===== src/sv/assert_macros.svh =====
// Assertion macros used by the shard assigner datapath.
`ifndef ASSERT_MACROS_SVH
`define ASSERT_MACROS_SVH
`ifndef SYNTHESIS
// Property must hold at every clock edge outside reset.
`define ASSERT_ON(lbl, clk, rst, prop) \
   lbl: assert property (@(posedge clk) disable iff (rst) (prop)) \
      else $error("assertion failed");
// Expression must never be true outside reset.
`define ASSERT_NEVER(lbl, clk, rst, expr) \
   lbl: assert property (@(posedge clk) disable iff (rst) !(expr)) \
      else $error("forbidden condition seen");
`else
`define ASSERT_ON(lbl, clk, rst, prop)
`define ASSERT_NEVER(lbl, clk, rst, expr)
`endif
`endif


===== src/sv/llsa_pkg.sv =====
// Types, codes and microcode table of the least-loaded shard assigner.
`default_nettype none
package llsa_pkg;

   localparam int ID_W         = 32;
   localparam int PORT_W       = 16;
   localparam int STATUS_W     = 3;
   localparam int SHARD_OUT_W  = 4;
   localparam int MEMBERS_W    = 7;
   localparam int SHARD_TOTAL_W = 5;
   localparam int STEP_W       = 4;

   // Result status codes
   localparam logic [STATUS_W-1:0] ST_ADDED     = 3'd0;
   localparam logic [STATUS_W-1:0] ST_INVALID   = 3'd1;
   localparam logic [STATUS_W-1:0] ST_DUPLICATE = 3'd2;
   localparam logic [STATUS_W-1:0] ST_NO_SHARDS = 3'd3;
   localparam logic [STATUS_W-1:0] ST_FULL      = 3'd4;

   // Register index of shard_total
   localparam logic CSR_SHARD_TOTAL = 1'b0;

   // Microprogram step addresses
   localparam logic [STEP_W-1:0] STEP_IDLE    = 4'd0;
   localparam logic [STEP_W-1:0] STEP_CHECK   = 4'd1;
   localparam logic [STEP_W-1:0] STEP_ID_SCAN = 4'd2;
   localparam logic [STEP_W-1:0] STEP_DUP_CHK = 4'd3;
   localparam logic [STEP_W-1:0] STEP_SH_CHK  = 4'd4;
   localparam logic [STEP_W-1:0] STEP_FULL    = 4'd5;
   localparam logic [STEP_W-1:0] STEP_SH_SCAN = 4'd6;
   localparam logic [STEP_W-1:0] STEP_PRIM_RD = 4'd7;
   localparam logic [STEP_W-1:0] STEP_UPDATE  = 4'd8;
   localparam logic [STEP_W-1:0] STEP_RESP    = 4'd9;

   typedef enum logic [3:0] {
      COND_NEVER,
      COND_NO_REQ,
      COND_BAD,
      COND_ID_LOOP,
      COND_HIT,
      COND_NO_SHARDS,
      COND_FULL,
      COND_SH_LOOP,
      COND_OUT_BUSY
   } cond_type;

   typedef struct packed {
      logic [ID_W-1:0]   replica_id;
      logic              addr_present;
      logic [PORT_W-1:0] port_number;
   } req_type;

   typedef struct packed {
      logic [STATUS_W-1:0]    status;
      logic [SHARD_OUT_W-1:0] assigned_shard;
      logic                   became_primary;
      logic [ID_W-1:0]        shard_primary;
      logic [MEMBERS_W-1:0]   shard_members;
   } rsp_type;

   // One control word per step
   typedef struct packed {
      logic                take;
      logic                init;
      logic                id_scan;
      logic                sh_init;
      logic                sh_scan;
      logic                prim_rd;
      logic                update;
      logic                load_rsp;
      logic                set_status;
      logic [STATUS_W-1:0] status;
      cond_type            cond;
      logic [STEP_W-1:0]   jump_step;
      logic [STEP_W-1:0]   next_step;
   } cw_type;

   // Status flags from the datapath to the sequencer
   typedef struct packed {
      logic no_req;
      logic bad;
      logic id_loop;
      logic hit;
      logic no_shards;
      logic full;
      logic sh_loop;
      logic out_busy;
   } flags_type;

   // Microprogram
   function automatic cw_type seq_rom(input logic [STEP_W-1:0] step);
      cw_type w;
      w = '0;
      w.cond = COND_NEVER;
      w.jump_step = STEP_RESP;
      case (step)
         STEP_IDLE: begin
            w.take = 1'b1;
            w.cond = COND_NO_REQ;
            w.jump_step = STEP_IDLE;
            w.next_step = STEP_CHECK;
         end
         STEP_CHECK: begin
            w.init = 1'b1;
            w.set_status = 1'b1;
            w.status = ST_INVALID;
            w.cond = COND_BAD;
            w.next_step = STEP_ID_SCAN;
         end
         STEP_ID_SCAN: begin
            w.id_scan = 1'b1;
            w.cond = COND_ID_LOOP;
            w.jump_step = STEP_ID_SCAN;
            w.next_step = STEP_DUP_CHK;
         end
         STEP_DUP_CHK: begin
            w.set_status = 1'b1;
            w.status = ST_DUPLICATE;
            w.cond = COND_HIT;
            w.next_step = STEP_SH_CHK;
         end
         STEP_SH_CHK: begin
            w.set_status = 1'b1;
            w.status = ST_NO_SHARDS;
            w.cond = COND_NO_SHARDS;
            w.next_step = STEP_FULL;
         end
         STEP_FULL: begin
            w.sh_init = 1'b1;
            w.set_status = 1'b1;
            w.status = ST_FULL;
            w.cond = COND_FULL;
            w.next_step = STEP_SH_SCAN;
         end
         STEP_SH_SCAN: begin
            w.sh_scan = 1'b1;
            w.cond = COND_SH_LOOP;
            w.jump_step = STEP_SH_SCAN;
            w.next_step = STEP_PRIM_RD;
         end
         STEP_PRIM_RD: begin
            w.prim_rd = 1'b1;
            w.next_step = STEP_UPDATE;
         end
         STEP_UPDATE: begin
            w.update = 1'b1;
            w.next_step = STEP_RESP;
         end
         STEP_RESP: begin
            w.load_rsp = 1'b1;
            w.cond = COND_OUT_BUSY;
            w.jump_step = STEP_RESP;
            w.next_step = STEP_IDLE;
         end
         default: begin
            w.next_step = STEP_IDLE;
         end
      endcase
      return w;
   endfunction

endpackage
`default_nettype wire


===== src/sv/llsa_seq.sv =====
// Microcode sequencer: step counter, control store and branch logic.
`default_nettype none
module llsa_seq (
   input  wire                      clock,
   input  wire                      reset,
   input  wire llsa_pkg::flags_type flags,
   output llsa_pkg::cw_type         cw,
   output logic                     jump
);

   logic [llsa_pkg::STEP_W-1:0] step_ff;
   logic [llsa_pkg::STEP_W-1:0] step_in;

   // Fetch the control word of the current step
   assign cw = llsa_pkg::seq_rom(step_ff);

   // Evaluate the branch condition
   always_comb begin
      case (cw.cond)
         llsa_pkg::COND_NEVER:     jump = 1'b0;
         llsa_pkg::COND_NO_REQ:    jump = flags.no_req;
         llsa_pkg::COND_BAD:       jump = flags.bad;
         llsa_pkg::COND_ID_LOOP:   jump = flags.id_loop;
         llsa_pkg::COND_HIT:       jump = flags.hit;
         llsa_pkg::COND_NO_SHARDS: jump = flags.no_shards;
         llsa_pkg::COND_FULL:      jump = flags.full;
         llsa_pkg::COND_SH_LOOP:   jump = flags.sh_loop;
         llsa_pkg::COND_OUT_BUSY:  jump = flags.out_busy;
         default:                  jump = 1'b0;
      endcase
      step_in = jump ? cw.jump_step : cw.next_step;
   end

   // Advance the step counter
   always_ff @(posedge clock) begin
      if (reset) begin
         step_ff <= llsa_pkg::STEP_IDLE;
      end else begin
         step_ff <= step_in;
      end
   end

endmodule
`default_nettype wire


===== src/sv/llsa_dpath.sv =====
// Datapath: id table, shard count and primary stores, scan units, result register.
`default_nettype none
`include "assert_macros.svh"
module llsa_dpath #(
   parameter int MAX_MEMBERS = 64,
   parameter int MAX_SHARDS  = 16
) (
   input  wire                                    clock,
   input  wire                                    reset,
   input  wire llsa_pkg::cw_type                  cw,
   input  wire                                    jump,
   output llsa_pkg::flags_type                    flags,
   input  wire                                    req_valid,
   input  wire llsa_pkg::req_type                 req,
   output logic                                   rsp_valid,
   input  wire                                    rsp_stall,
   output llsa_pkg::rsp_type                      rsp,
   input  wire [llsa_pkg::SHARD_TOTAL_W-1:0]      shard_total,
   input  wire                                    cfg_clr
);

   localparam int AW   = (MAX_MEMBERS > 1) ? $clog2(MAX_MEMBERS) : 1;
   localparam int CNW  = $clog2(MAX_MEMBERS + 1);
   localparam int SW   = (MAX_SHARDS > 1) ? $clog2(MAX_SHARDS) : 1;
   localparam int SXW  = $clog2(MAX_SHARDS + 1);
   localparam int CMPW = (SXW > llsa_pkg::SHARD_TOTAL_W) ? SXW : llsa_pkg::SHARD_TOTAL_W;

   // Stores
   logic [llsa_pkg::ID_W-1:0] id_mem_ff   [MAX_MEMBERS];
   logic [CNW-1:0]            cnt_mem_ff  [MAX_SHARDS];
   logic [llsa_pkg::ID_W-1:0] prim_mem_ff [MAX_SHARDS];

   // Store read data
   logic [llsa_pkg::ID_W-1:0] id_rd_ff;
   logic [CNW-1:0]            cnt_rd_ff;
   logic                      vld_rd_ff;
   logic [llsa_pkg::ID_W-1:0] prim_rd_ff;
   logic                      tvld_ff;

   llsa_pkg::req_type             req_ff, req_in;
   logic [llsa_pkg::STATUS_W-1:0] status_ff, status_in;
   logic [SW-1:0]                 target_ff, target_in;
   logic                          became_ff, became_in;
   logic [llsa_pkg::ID_W-1:0]     prim_ff, prim_in;
   logic [CNW-1:0]                members_ff, members_in;
   logic [CNW-1:0]                total_ff, total_in;
   logic [CNW-1:0]                idx_ff, idx_in;
   logic                          id_pend_ff, id_pend_in;
   logic                          hit_ff, hit_in;
   logic [SXW-1:0]                sidx_ff, sidx_in;
   logic                          sh_pend_ff, sh_pend_in;
   logic [SW-1:0]                 sh_pidx_ff, sh_pidx_in;
   logic [CNW-1:0]                best_ff, best_in;
   logic [MAX_SHARDS-1:0]         shard_vld_ff, shard_vld_in;
   logic                          rsp_valid_ff, rsp_valid_in;
   llsa_pkg::rsp_type             rsp_ff, rsp_in;

   logic           id_more;
   logic           sh_more;
   logic [CNW-1:0] cnt_now;
   logic           rsp_load;

   assign id_more = idx_ff < total_ff;
   assign sh_more = CMPW'(sidx_ff) < CMPW'(shard_total);
   assign cnt_now = vld_rd_ff ? cnt_rd_ff : '0;
   assign rsp_load = cw.load_rsp && !(rsp_valid_ff && rsp_stall);

   // Flags for the sequencer
   always_comb begin
      flags.no_req    = !req_valid;
      flags.bad       = (req_ff.replica_id == '0) || !req_ff.addr_present ||
                        (req_ff.port_number == '0);
      flags.id_loop   = (id_more || id_pend_ff) && !hit_ff;
      flags.hit       = hit_ff;
      flags.no_shards = (shard_total == '0);
      flags.full      = (total_ff >= CNW'(MAX_MEMBERS));
      flags.sh_loop   = sh_more || sh_pend_ff;
      flags.out_busy  = rsp_valid_ff && rsp_stall;
   end

   // Next-state logic driven by the control word
   always_comb begin
      req_in       = req_ff;
      status_in    = status_ff;
      target_in    = target_ff;
      became_in    = became_ff;
      prim_in      = prim_ff;
      members_in   = members_ff;
      total_in     = total_ff;
      idx_in       = idx_ff;
      id_pend_in   = id_pend_ff;
      hit_in       = hit_ff;
      sidx_in      = sidx_ff;
      sh_pend_in   = sh_pend_ff;
      sh_pidx_in   = sh_pidx_ff;
      best_in      = best_ff;
      shard_vld_in = shard_vld_ff;
      rsp_in       = rsp_ff;

      // Latch the offered item
      if (cw.take && req_valid) begin
         req_in = req;
      end

      // Start a new item with empty results
      if (cw.init) begin
         status_in  = llsa_pkg::ST_ADDED;
         target_in  = '0;
         became_in  = 1'b0;
         prim_in    = '0;
         members_in = '0;
         idx_in     = '0;
         id_pend_in = 1'b0;
         hit_in     = 1'b0;
      end

      // Record a rejection on a taken branch
      if (cw.set_status && jump) begin
         status_in = cw.status;
      end

      // Duplicate search: issue one read, compare the previous one
      if (cw.id_scan) begin
         id_pend_in = id_more;
         if (id_more) begin
            idx_in = idx_ff + 1'b1;
         end
         if (id_pend_ff && (id_rd_ff == req_ff.replica_id)) begin
            hit_in = 1'b1;
         end
      end

      // Least-loaded search setup
      if (cw.sh_init) begin
         sidx_in    = '0;
         sh_pend_in = 1'b0;
         best_in    = '1;
         target_in  = '0;
      end

      // Least-loaded search: strict compare keeps the lowest index on ties
      if (cw.sh_scan) begin
         sh_pend_in = sh_more;
         sh_pidx_in = sidx_ff[SW-1:0];
         if (sh_more) begin
            sidx_in = sidx_ff + 1'b1;
         end
         if (sh_pend_ff && (cnt_now < best_ff)) begin
            best_in   = cnt_now;
            target_in = sh_pidx_ff;
         end
      end

      // Commit the new member
      if (cw.update) begin
         total_in   = total_ff + 1'b1;
         members_in = best_ff + 1'b1;
         became_in  = !tvld_ff;
         prim_in    = tvld_ff ? prim_rd_ff : req_ff.replica_id;
         shard_vld_in[target_ff] = 1'b1;
      end

      // Drop all shard state on a shard_total write
      if (cfg_clr) begin
         shard_vld_in = '0;
      end

      // Result register
      rsp_valid_in = rsp_load || (rsp_valid_ff && rsp_stall);
      if (rsp_load) begin
         rsp_in.status         = status_ff;
         rsp_in.assigned_shard = llsa_pkg::SHARD_OUT_W'(target_ff);
         rsp_in.became_primary = became_ff;
         rsp_in.shard_primary  = prim_ff;
         rsp_in.shard_members  = llsa_pkg::MEMBERS_W'(members_ff);
      end
   end

   // Control registers
   always_ff @(posedge clock) begin
      if (reset) begin
         total_ff     <= '0;
         id_pend_ff   <= 1'b0;
         hit_ff       <= 1'b0;
         sh_pend_ff   <= 1'b0;
         shard_vld_ff <= '0;
         rsp_valid_ff <= 1'b0;
      end else begin
         total_ff     <= total_in;
         id_pend_ff   <= id_pend_in;
         hit_ff       <= hit_in;
         sh_pend_ff   <= sh_pend_in;
         shard_vld_ff <= shard_vld_in;
         rsp_valid_ff <= rsp_valid_in;
      end
   end

   // Payload registers
   always_ff @(posedge clock) begin
      req_ff     <= req_in;
      status_ff  <= status_in;
      target_ff  <= target_in;
      became_ff  <= became_in;
      prim_ff    <= prim_in;
      members_ff <= members_in;
      idx_ff     <= idx_in;
      sidx_ff    <= sidx_in;
      sh_pidx_ff <= sh_pidx_in;
      best_ff    <= best_in;
      rsp_ff     <= rsp_in;
   end

   // Id table
   always_ff @(posedge clock) begin
      if (cw.id_scan && id_more) begin
         id_rd_ff <= id_mem_ff[idx_ff[AW-1:0]];
      end
      if (cw.update) begin
         id_mem_ff[total_ff[AW-1:0]] <= req_ff.replica_id;
      end
   end

   // Shard counts; an entry without its valid bit reads as zero
   always_ff @(posedge clock) begin
      if (cw.sh_scan && sh_more) begin
         cnt_rd_ff <= cnt_mem_ff[sidx_ff[SW-1:0]];
         vld_rd_ff <= shard_vld_ff[sidx_ff[SW-1:0]];
      end
      if (cw.update) begin
         cnt_mem_ff[target_ff] <= best_ff + 1'b1;
      end
   end

   // Shard primaries
   always_ff @(posedge clock) begin
      if (cw.prim_rd) begin
         prim_rd_ff <= prim_mem_ff[target_ff];
         tvld_ff    <= shard_vld_ff[target_ff];
      end
      if (cw.update && !tvld_ff) begin
         prim_mem_ff[target_ff] <= req_ff.replica_id;
      end
   end

   assign rsp_valid = rsp_valid_ff;
   assign rsp       = rsp_ff;

   `ASSERT_ON(a_total_bound, clock, reset, total_ff <= CNW'(MAX_MEMBERS))
   `ASSERT_ON(a_update_legal, clock, reset, cw.update |-> (!hit_ff && !flags.full && !flags.bad && !flags.no_shards))
   `ASSERT_NEVER(a_target_range, clock, reset, cw.update && (CMPW'(target_ff) >= CMPW'(shard_total)))
   `ASSERT_ON(a_added_counted, clock, reset, (rsp_load && (status_ff == llsa_pkg::ST_ADDED)) |-> (members_ff != '0))

endmodule
`default_nettype wire


===== src/sv/least_loaded_shard_assigner_top.sv =====
// Top level of the least-loaded shard assigner: register port, sequencer and datapath.
`default_nettype none
// Takes one member at a time. An added member first passes the duplicate check, which
// reads the stored ids one entry per cycle through the id table's single read port;
// then the shard counts are read one per cycle to find the least-loaded shard, lowest
// index on ties. A rejected member ends sooner. The result sits in an output register,
// so the next item is taken while a finished result waits; a result still stalled when
// the next one is ready holds the sequencer at its last step. Writing shard_total
// empties all shards at once; stored ids are kept. Only the low five bits of the write
// are used, and a value above MAX_SHARDS saturates to MAX_SHARDS, or to 31 if that is
// smaller. There is no clearing pass after reset.
module least_loaded_shard_assigner_top #(
   parameter int MAX_MEMBERS = 64,
   parameter int MAX_SHARDS  = 16
) (
   input  wire                    clock,
   input  wire                    reset,
   input  wire                    req_valid,
   output logic                   req_stall,
   input  wire llsa_pkg::req_type req_data,
   output logic                   rsp_valid,
   input  wire                    rsp_stall,
   output llsa_pkg::rsp_type      rsp_data,
   input  wire                    csr_psel,
   input  wire                    csr_penable,
   input  wire                    csr_pwrite,
   input  wire [2:0]              csr_paddr,
   input  wire [31:0]             csr_pwdata,
   output logic [31:0]            csr_prdata,
   output logic                   csr_pready
);

   localparam int SAT_LIM = (MAX_SHARDS > 31) ? 31 : MAX_SHARDS;

   llsa_pkg::cw_type    cw;
   llsa_pkg::flags_type flags;
   logic                jump;

   logic [llsa_pkg::SHARD_TOTAL_W-1:0] shard_total_ff, shard_total_in;
   logic [llsa_pkg::SHARD_TOTAL_W-1:0] wr_val;
   logic                               cfg_wr;
   logic                               cfg_clr;

   // Register port
   assign csr_pready = 1'b1;
   assign cfg_wr     = csr_psel && csr_penable && csr_pwrite && csr_pready;
   assign cfg_clr    = cfg_wr && (csr_paddr[2] == llsa_pkg::CSR_SHARD_TOTAL);
   assign wr_val     = csr_pwdata[llsa_pkg::SHARD_TOTAL_W-1:0];

   // Saturate shard_total to the number of shards built, at most 31
   always_comb begin
      shard_total_in = shard_total_ff;
      if (cfg_clr) begin
         if (wr_val > llsa_pkg::SHARD_TOTAL_W'(SAT_LIM)) begin
            shard_total_in = llsa_pkg::SHARD_TOTAL_W'(SAT_LIM);
         end else begin
            shard_total_in = wr_val;
         end
      end
   end

   always_ff @(posedge clock) begin
      if (reset) begin
         shard_total_ff <= '0;
      end else begin
         shard_total_ff <= shard_total_in;
      end
   end

   assign csr_prdata = (csr_paddr[2] == llsa_pkg::CSR_SHARD_TOTAL) ?
                       32'(shard_total_ff) : '0;

   // Items are taken only at the idle step
   assign req_stall = !cw.take;

   llsa_seq u_seq (
      .clock (clock),
      .reset (reset),
      .flags (flags),
      .cw    (cw),
      .jump  (jump)
   );

   llsa_dpath #(
      .MAX_MEMBERS (MAX_MEMBERS),
      .MAX_SHARDS  (MAX_SHARDS)
   ) u_dpath (
      .clock       (clock),
      .reset       (reset),
      .cw          (cw),
      .jump        (jump),
      .flags       (flags),
      .req_valid   (req_valid),
      .req         (req_data),
      .rsp_valid   (rsp_valid),
      .rsp_stall   (rsp_stall),
      .rsp         (rsp_data),
      .shard_total (shard_total_ff),
      .cfg_clr     (cfg_clr)
   );

endmodule
`default_nettype wire

===== config.mk =====
export PLATFORM = sky130hd
export DESIGN_NAME = least_loaded_shard_assigner_top
export DESIGN_NICKNAME = d
export VERILOG_FILES = /design/src/sv/llsa_pkg.sv /design/src/sv/llsa_seq.sv /design/src/sv/llsa_dpath.sv /design/src/sv/least_loaded_shard_assigner_top.sv
export VERILOG_INCLUDE_DIRS = /design/src /design/src/sv
export SDC_FILE = /design/constraint.sdc
export NUM_CORES = 2
export LEC_CHECK = 0
export BUFFER_PORTS_ARGS = -buffer_cell sky130_fd_sc_hd__buf_4
export CORE_AREA = 2 2 418 420
export CTS_CLUSTER_SIZE = 25
export DETAILED_ROUTE_END_ITERATION = 8
export DIE_AREA = 0 0 420 422
export PLACE_DENSITY = 0.82
export SLEW_MARGIN = 20
export SYNTH_ARGS = -nofsm -noshare
export SYNTH_HDL_FRONTEND = slang
export SYNTH_SLANG_ARGS = --single-unit
export TNS_END_PERCENT = 5

===== constraint.sdc =====
create_clock -name clock -period 12.12 [get_ports clock]
set_input_delay 0 -clock clock [delete_from_list [all_inputs] [get_ports clock]]
set_output_delay 0 -clock clock [all_outputs]
set_load 0.01 [all_outputs]

---- Word-level counts from Yosys, hierarchy flattened ----
Memory sizes are Yosys's and may differ from the RTL's. A register that Yosys moved wholly into a read port is not among the register bits.
Cells that the tools add are included.
cells by class
  add/subtract/negate cells ............... 4
  $lt $le $gt $ge ......................... 8
  eq/ne operators ......................... 18
  multiplexer cells ....................... 55
  bitwise gates (word level) .............. 2
  reduce and logical (&&, ||, !) cells .... 34
operator list
  kind                                                                           count
  32-bit 2-to-1 mux                                                              3
  7-bit 2-to-1 mux                                                               9
  4-bit case mux with 9 select lines                                             1
  32-bit == test                                                                 1
  4-bit by 3-bit == test with 1-bit output (second input constant)               8
  32-bit zero test                                                               1
  4-bit case mux with 8 select lines                                             1
  5-bit 2-to-1 mux                                                               5
  1-bit 2-to-1 mux                                                               23
  7-bit by 1-bit adder with 7-bit output (second input constant)                 3
  4-bit 2-to-1 mux                                                               5
  4-bit by 2-bit == test with 1-bit output (second input constant)               4
  16-bit zero test                                                               1
  16-bit OR                                                                      1
  4-bit case mux with 4 select lines                                             1
  1-bit logical AND                                                              14
  7-bit less-than comparator                                                     2
  4-bit == test (second input constant)                                          3
  4-bit case mux with 3 select lines                                             1
  4-bit by 5-bit less-than comparator with 1-bit output (second input constant)  2
  1-bit binary-select mux with 4-bit select                                      2
  4-bit by 1-bit == test with 1-bit output (second input constant)               2
  1-bit case mux with 8 select lines                                             1
  2-bit nonzero test                                                             4
  13 further kinds                                                               23
word-level totals
  register bits ........................... 204
  bits in writable memories ............... 2,672
  input port bits ......................... 91
  output and inout bits ................... 82
  word-level logic and storage cells ...... 151
  memories ................................ 3
memories
  name                 depth  bits a word  read ports  clocked after memory_dff  write ports  line              RTL
  u_dpath.id_mem_ff    64     32           1           1                         1            llsa_dpath.sv:29  logic [llsa_pkg::ID_W-1:0] id_mem_ff [MAX_MEMBERS];
  u_dpath.prim_mem_ff  16     32           1           1                         1            llsa_dpath.sv:31  logic [llsa_pkg::ID_W-1:0] prim_mem_ff [MAX_SHARDS];
  u_dpath.cnt_mem_ff   16     7            1           1                         1            llsa_dpath.sv:30  logic [CNW-1:0] cnt_mem_ff [MAX_SHARDS];

---- Longest topological paths before layout ----
  depth after elaboration ................. 6
  mapped depth ............................ 9
  mapped depth without buffers ............ 8

---- Hierarchy ----
A second synthesis with hierarchy kept.
unflattened totals
  cells, all modules ...................... 4,971
  area, all modules ....................... 113,052.2 um^2
by module, submodules not included
  module                           times used  cells an instance  area each (um^2)  seq. area each (um^2)
  llsa_dpath                       1           4,840              112,031.2         87,724.1
  llsa_seq                         1           73                 511.7             80.1
  least_loaded_shard_assigner_top  1           58                 509.2             100.1

---- Worst setup path after synthesis ----
Ideal clock, no wire load.
  path kind ............................... reg-to-reg
  from .................................... register u_dpath.target_ff[1]
  to ...................................... memory u_dpath.prim_mem_ff[6][0] (netlist name), enable pin
  setup time .............................. 502 ps
  arrival time ............................ 4,328 ps
  required time ........................... 11,618 ps
  slack ................................... 7,289 ps
  cell stages (with the launch flop) ...... 5
  path buffers ............................ 2
  period minus slack after synthesis ...... 4,831 ps
  cell sequence ........................... dfxtp_1 clkbuf_1 clkbuf_1 nand3_1 nor4_1
RTL lines
  what                    line               RTL
  start, declared         llsa_dpath.sv:42   logic [SW-1:0] target_ff, target_in;
  start signal, assigned  llsa_dpath.sv:202  target_ff <= target_in;
  end, declared           llsa_dpath.sv:31
Straight into the memory's write port.

---- Final worst setup path ----
  from .................................... register u_dpath.idx_ff[0]
  to ...................................... register u_dpath.id_rd_ff[6] (netlist name), read port of u_dpath.id_mem_ff, data pin
between the ends
  longest elaborated chain between the ends .. 2
RTL lines
  what                        line               RTL
  start, declared             llsa_dpath.sv:47   logic [CNW-1:0] idx_ff, idx_in;
  start signal, assigned      llsa_dpath.sv:206  idx_ff <= idx_in;
  7-bit less-than comparator  llsa_dpath.sv:63   assign id_more = idx_ff < total_ff;
  1-bit logical AND           llsa_dpath.sv:215  if (cw.id_scan && id_more) begin
  end, declared               llsa_dpath.sv:34   logic [llsa_pkg::ID_W-1:0] id_rd_ff;
Parallel ways exist; a longest one is shown, timed or not.
A chain may end at the register's enable or synchronous reset.

==> results.cfg <==
[critical_path]
crit_arrival_ns = 5.89
cp.required_ns = 12.71
critPathMaxStageDelay_ns = 0.86
crit_path_start_kind = flip-flop
end_kind = flip-flop
reg2regPathDepth = 7
slowest_stage = dfxtp_4
worstPathCellList = buf_12 > buf_4 > mux4_2 > a22oi_1 > a21oi_1 > nor2_1 > o221ai_1
criticalPathCategory = reg -> reg
critPathMaxFanout = 95

[synth]
yosysMostFrequentCell = edfxtp_1
synthTopCellsByCount = edfxtp_1 (2888), mux4_2 (717), a22oi_1 (173), nor2_1 (168), clkbuf_1 (135)
syn_area_um2 = 112000
yosysWarningCount = 0
ys_top_cells_by_area = edfxtp_1 (77%), mux4_2 (14%), a22oi_1 (1.2%)
synth-xor-area-share_pct = 0.368
synthArstFlopShare_pct = 0
synthSimpleGateAreaFrac_pct = 1.97
avgSynthCellArea_um2 = 22.7
synth_compound_area_share_pct = 2.38
yosysTopAreaCellShare_pct = 77.5
synth_flop_cell = edfxtp_1
synth_seq_cells = 2947
synthMuxAreaShare_pct = 15.1
synthAdderAreaFrac_pct = 0.235
synth_edf_count = 2888
synthCells = 4937
yosys.area.top_type = edfxtp_1
yosys.cell_types.count = 61
yosysSeqAreaShare_pct = 78.5
synth_top_family_by_area = multiplexers

[clock_tree]
clk_path_buf_depth = 4
cts_max_level = 5
clkSlewWorstSetupHoldPaths_ns = 0.06
clk_latency_ns = 0.95
cts_buffers = 293
tritoncts = built
cts_sinks = 2947
cts_root_buffer = clkbuf_16
cts_resized = 0

[sta]
finalMaxSlewViolations = 0
setup_ws_ns = 6.82
hold_slack_ns = 0.0526
fin_crit_sh_pct = 43.7
rsz0062_at_grt = no
fin_tns_setup_ns = 0
fmax_mhz = 189
hold_viol = 0
relSlewSlack_pct = 12.5
final-setup-viol-count = 0
skew_ns = 0.0580
worst-slew-pin-transition_ns = 1.31
fin_crit_ns = 5.30

[grt]
overflow = 0
grt_pass1_vias = 60600
antenna_found_initial = 34
grt_max_degree = 119
grt_usage_pct = 37.9
grt_pass1_wl_um = 463000

[place]
portBuffers = 115
dp_cells = 7304
hpwl_um = 155000
pre_cts_ws_ns = 7.19
placed_area_um2 = 116000
gp_congestion = 0.936

[detailed_routing]
routedWlPerCell_um = 41.7
drtPass1Iterations = 9
vias_per_cell = 7.69
drtIter0Drc = 12700
remaining_drc_errors = 262
postRouteAntennaNets = 0
vias = 61200
wirelength_um = 332000

[pwr]
max-vdd-ir-drop_mv = 0.229
leakagePower_nw = 39.0
powerDensity_nw_per_um2 = 193
p_total_mw = 24.5

[cells_and_area]
fillCellCount = 8342
final_area_um2 = 127000
syn_to_final_growth_pct = 13.6
layoutNonFillerInstCount = 7955
drive_gt1_share_pct = 27.7
final_util_pct = 73.5
final_nets = 5509

[run]
cap_violations = 0

[run_status]
outcome = complete, but fails checks
failed_checks = DRC

[hold_path]
hold_class = in -> reg
worstHoldPathCells = 4

[die]
ios = 173
initial_utilization_pct = 64.7
die_area_um2 = 177000
core_area_um2 = 173000
row_count = 153
die_x_um = 420
die-height_um = 422
-- cell usage in the layout (no fill, tap or decap), drive strengths merged, types with 16 or more instances in the layout --
cell            n
nor2b          26
dlygate4sd3   116
a221oi         25
buf           311
mux2i          64
conb           28
edfxtp       2888
a22oi         176
a22o           25
nor3           23
o21a           18
nand3          70
bufinv         24
and2           16
nand4          17
diode          27
a21oi          62
ha             21
inv            30
nor4           24
nand2          64
nor2          168
clkbuf        370
clkinv         92
mux4          717
xor2           34
dfxtp          59
-- area by class of cell --
cell class / count / area (um^2) / area share (%)
Antenna cell: 27 / 67.6 / 0.0532
Clock inverter: 132 / 1240 / 0.975
Inverter: 25 / 93.8 / 0.0738
Clock buffer: 369 / 7920 / 6.23
Timing Repair Buffer: 428 / 3680 / 2.89
Sequential cell: 2947 / 87900 / 69.2
Tap cell: 2325 / 2910 / 2.29
Multi-Input combinational cell: 1702 / 23300 / 18.3
-- registers in the layout, summed over array words and instances, names as in the netlist, 7 cells and up --
| name | cells |
|---|---|
| u_dpath.prim_ff | 32 |
| u_dpath.best_ff | 7 |
| u_dpath.cnt_rd_ff | 7 |
| u_dpath.members_ff | 7 |
| u_dpath.rsp | 47 |
| u_dpath.id_rd_ff | 32 |
| u_dpath.req_ff | 49 |
| u_dpath.cnt_mem_ff | 112 |
| u_dpath.idx_ff | 7 |
| u_dpath.id_mem_ff | 2048 |
| u_dpath.prim_mem_ff | 512 |
| u_dpath.shard_vld_ff | 16 |
| u_dpath.total_ff | 7 |
| u_dpath.prim_rd_ff | 32 |
-- path summary, 6_finish.rpt --
check / startpoint / endpoint / slack (ns)
worst max register to register: u_dpath.idx_ff[0]$_DFF_P_ / u_dpath.id_rd_ff[6]$_DFFE_PP_ / 6.82
worst min register to register: u_dpath.prim_ff[14]$_SDFFCE_PN0P_ / u_dpath.rsp[21]$_DFFE_PP_ / 0.42
worst max-delay path: u_dpath.idx_ff[0]$_DFF_P_ / u_dpath.id_rd_ff[6]$_DFFE_PP_ / 6.82
worst min-delay path: rsp_stall / u_dpath.rsp_valid$_SDFF_PP0_ / 0.05
-- report_power, final --
group / switching, mW / internal, mW / total, mW
Combinational: 2.17 / 0.982 / 3.15
Clock: 3.93 / 5.13 / 9.06
Sequential: 0.171 / 12.2 / 12.3
Total: 6.27 / 18.3 / 24.5
-- layer usage --
metal / vias to the layer above / global-route usage (%) / wire (um)
met2: 6876 / 58.1 / 157000
met4: 24 / 22.4 / 25000
met1: 30900 / 47.4 / 101000
met5: - / 1.42 / 545
met3: 1560 / 12.9 / 47800
li1: 21800 / - / -
-- logic make-up after synthesis --
family,count (synthesis)
other cells,2
mux,788
fa+ha+maj,21
flops,2947
simple gates,453
compound gates,365
xor+xnor,47
buf+inv,314
-- repair_timing --
| action | 4_1_cts | 5_1_grt |
|---|---|---|
| hold buffers | 116 | 0 |
| buffers inserted | 0 | 0 |
| setup endpoints to repair | 0 | 0 |
| endpoints found under the hold margin | 147 | 0 |
-- worst max-delay path: cells and delay by family (launching register included) --
kind / cells / cell delay, ns
buf+inv: 2 / 1.52
compound gates: 3 / 0.86
flops: 1 / 0.86
simple gates: 1 / 0.85
mux: 1 / 0.65
(Power assumes the default switching activity.)
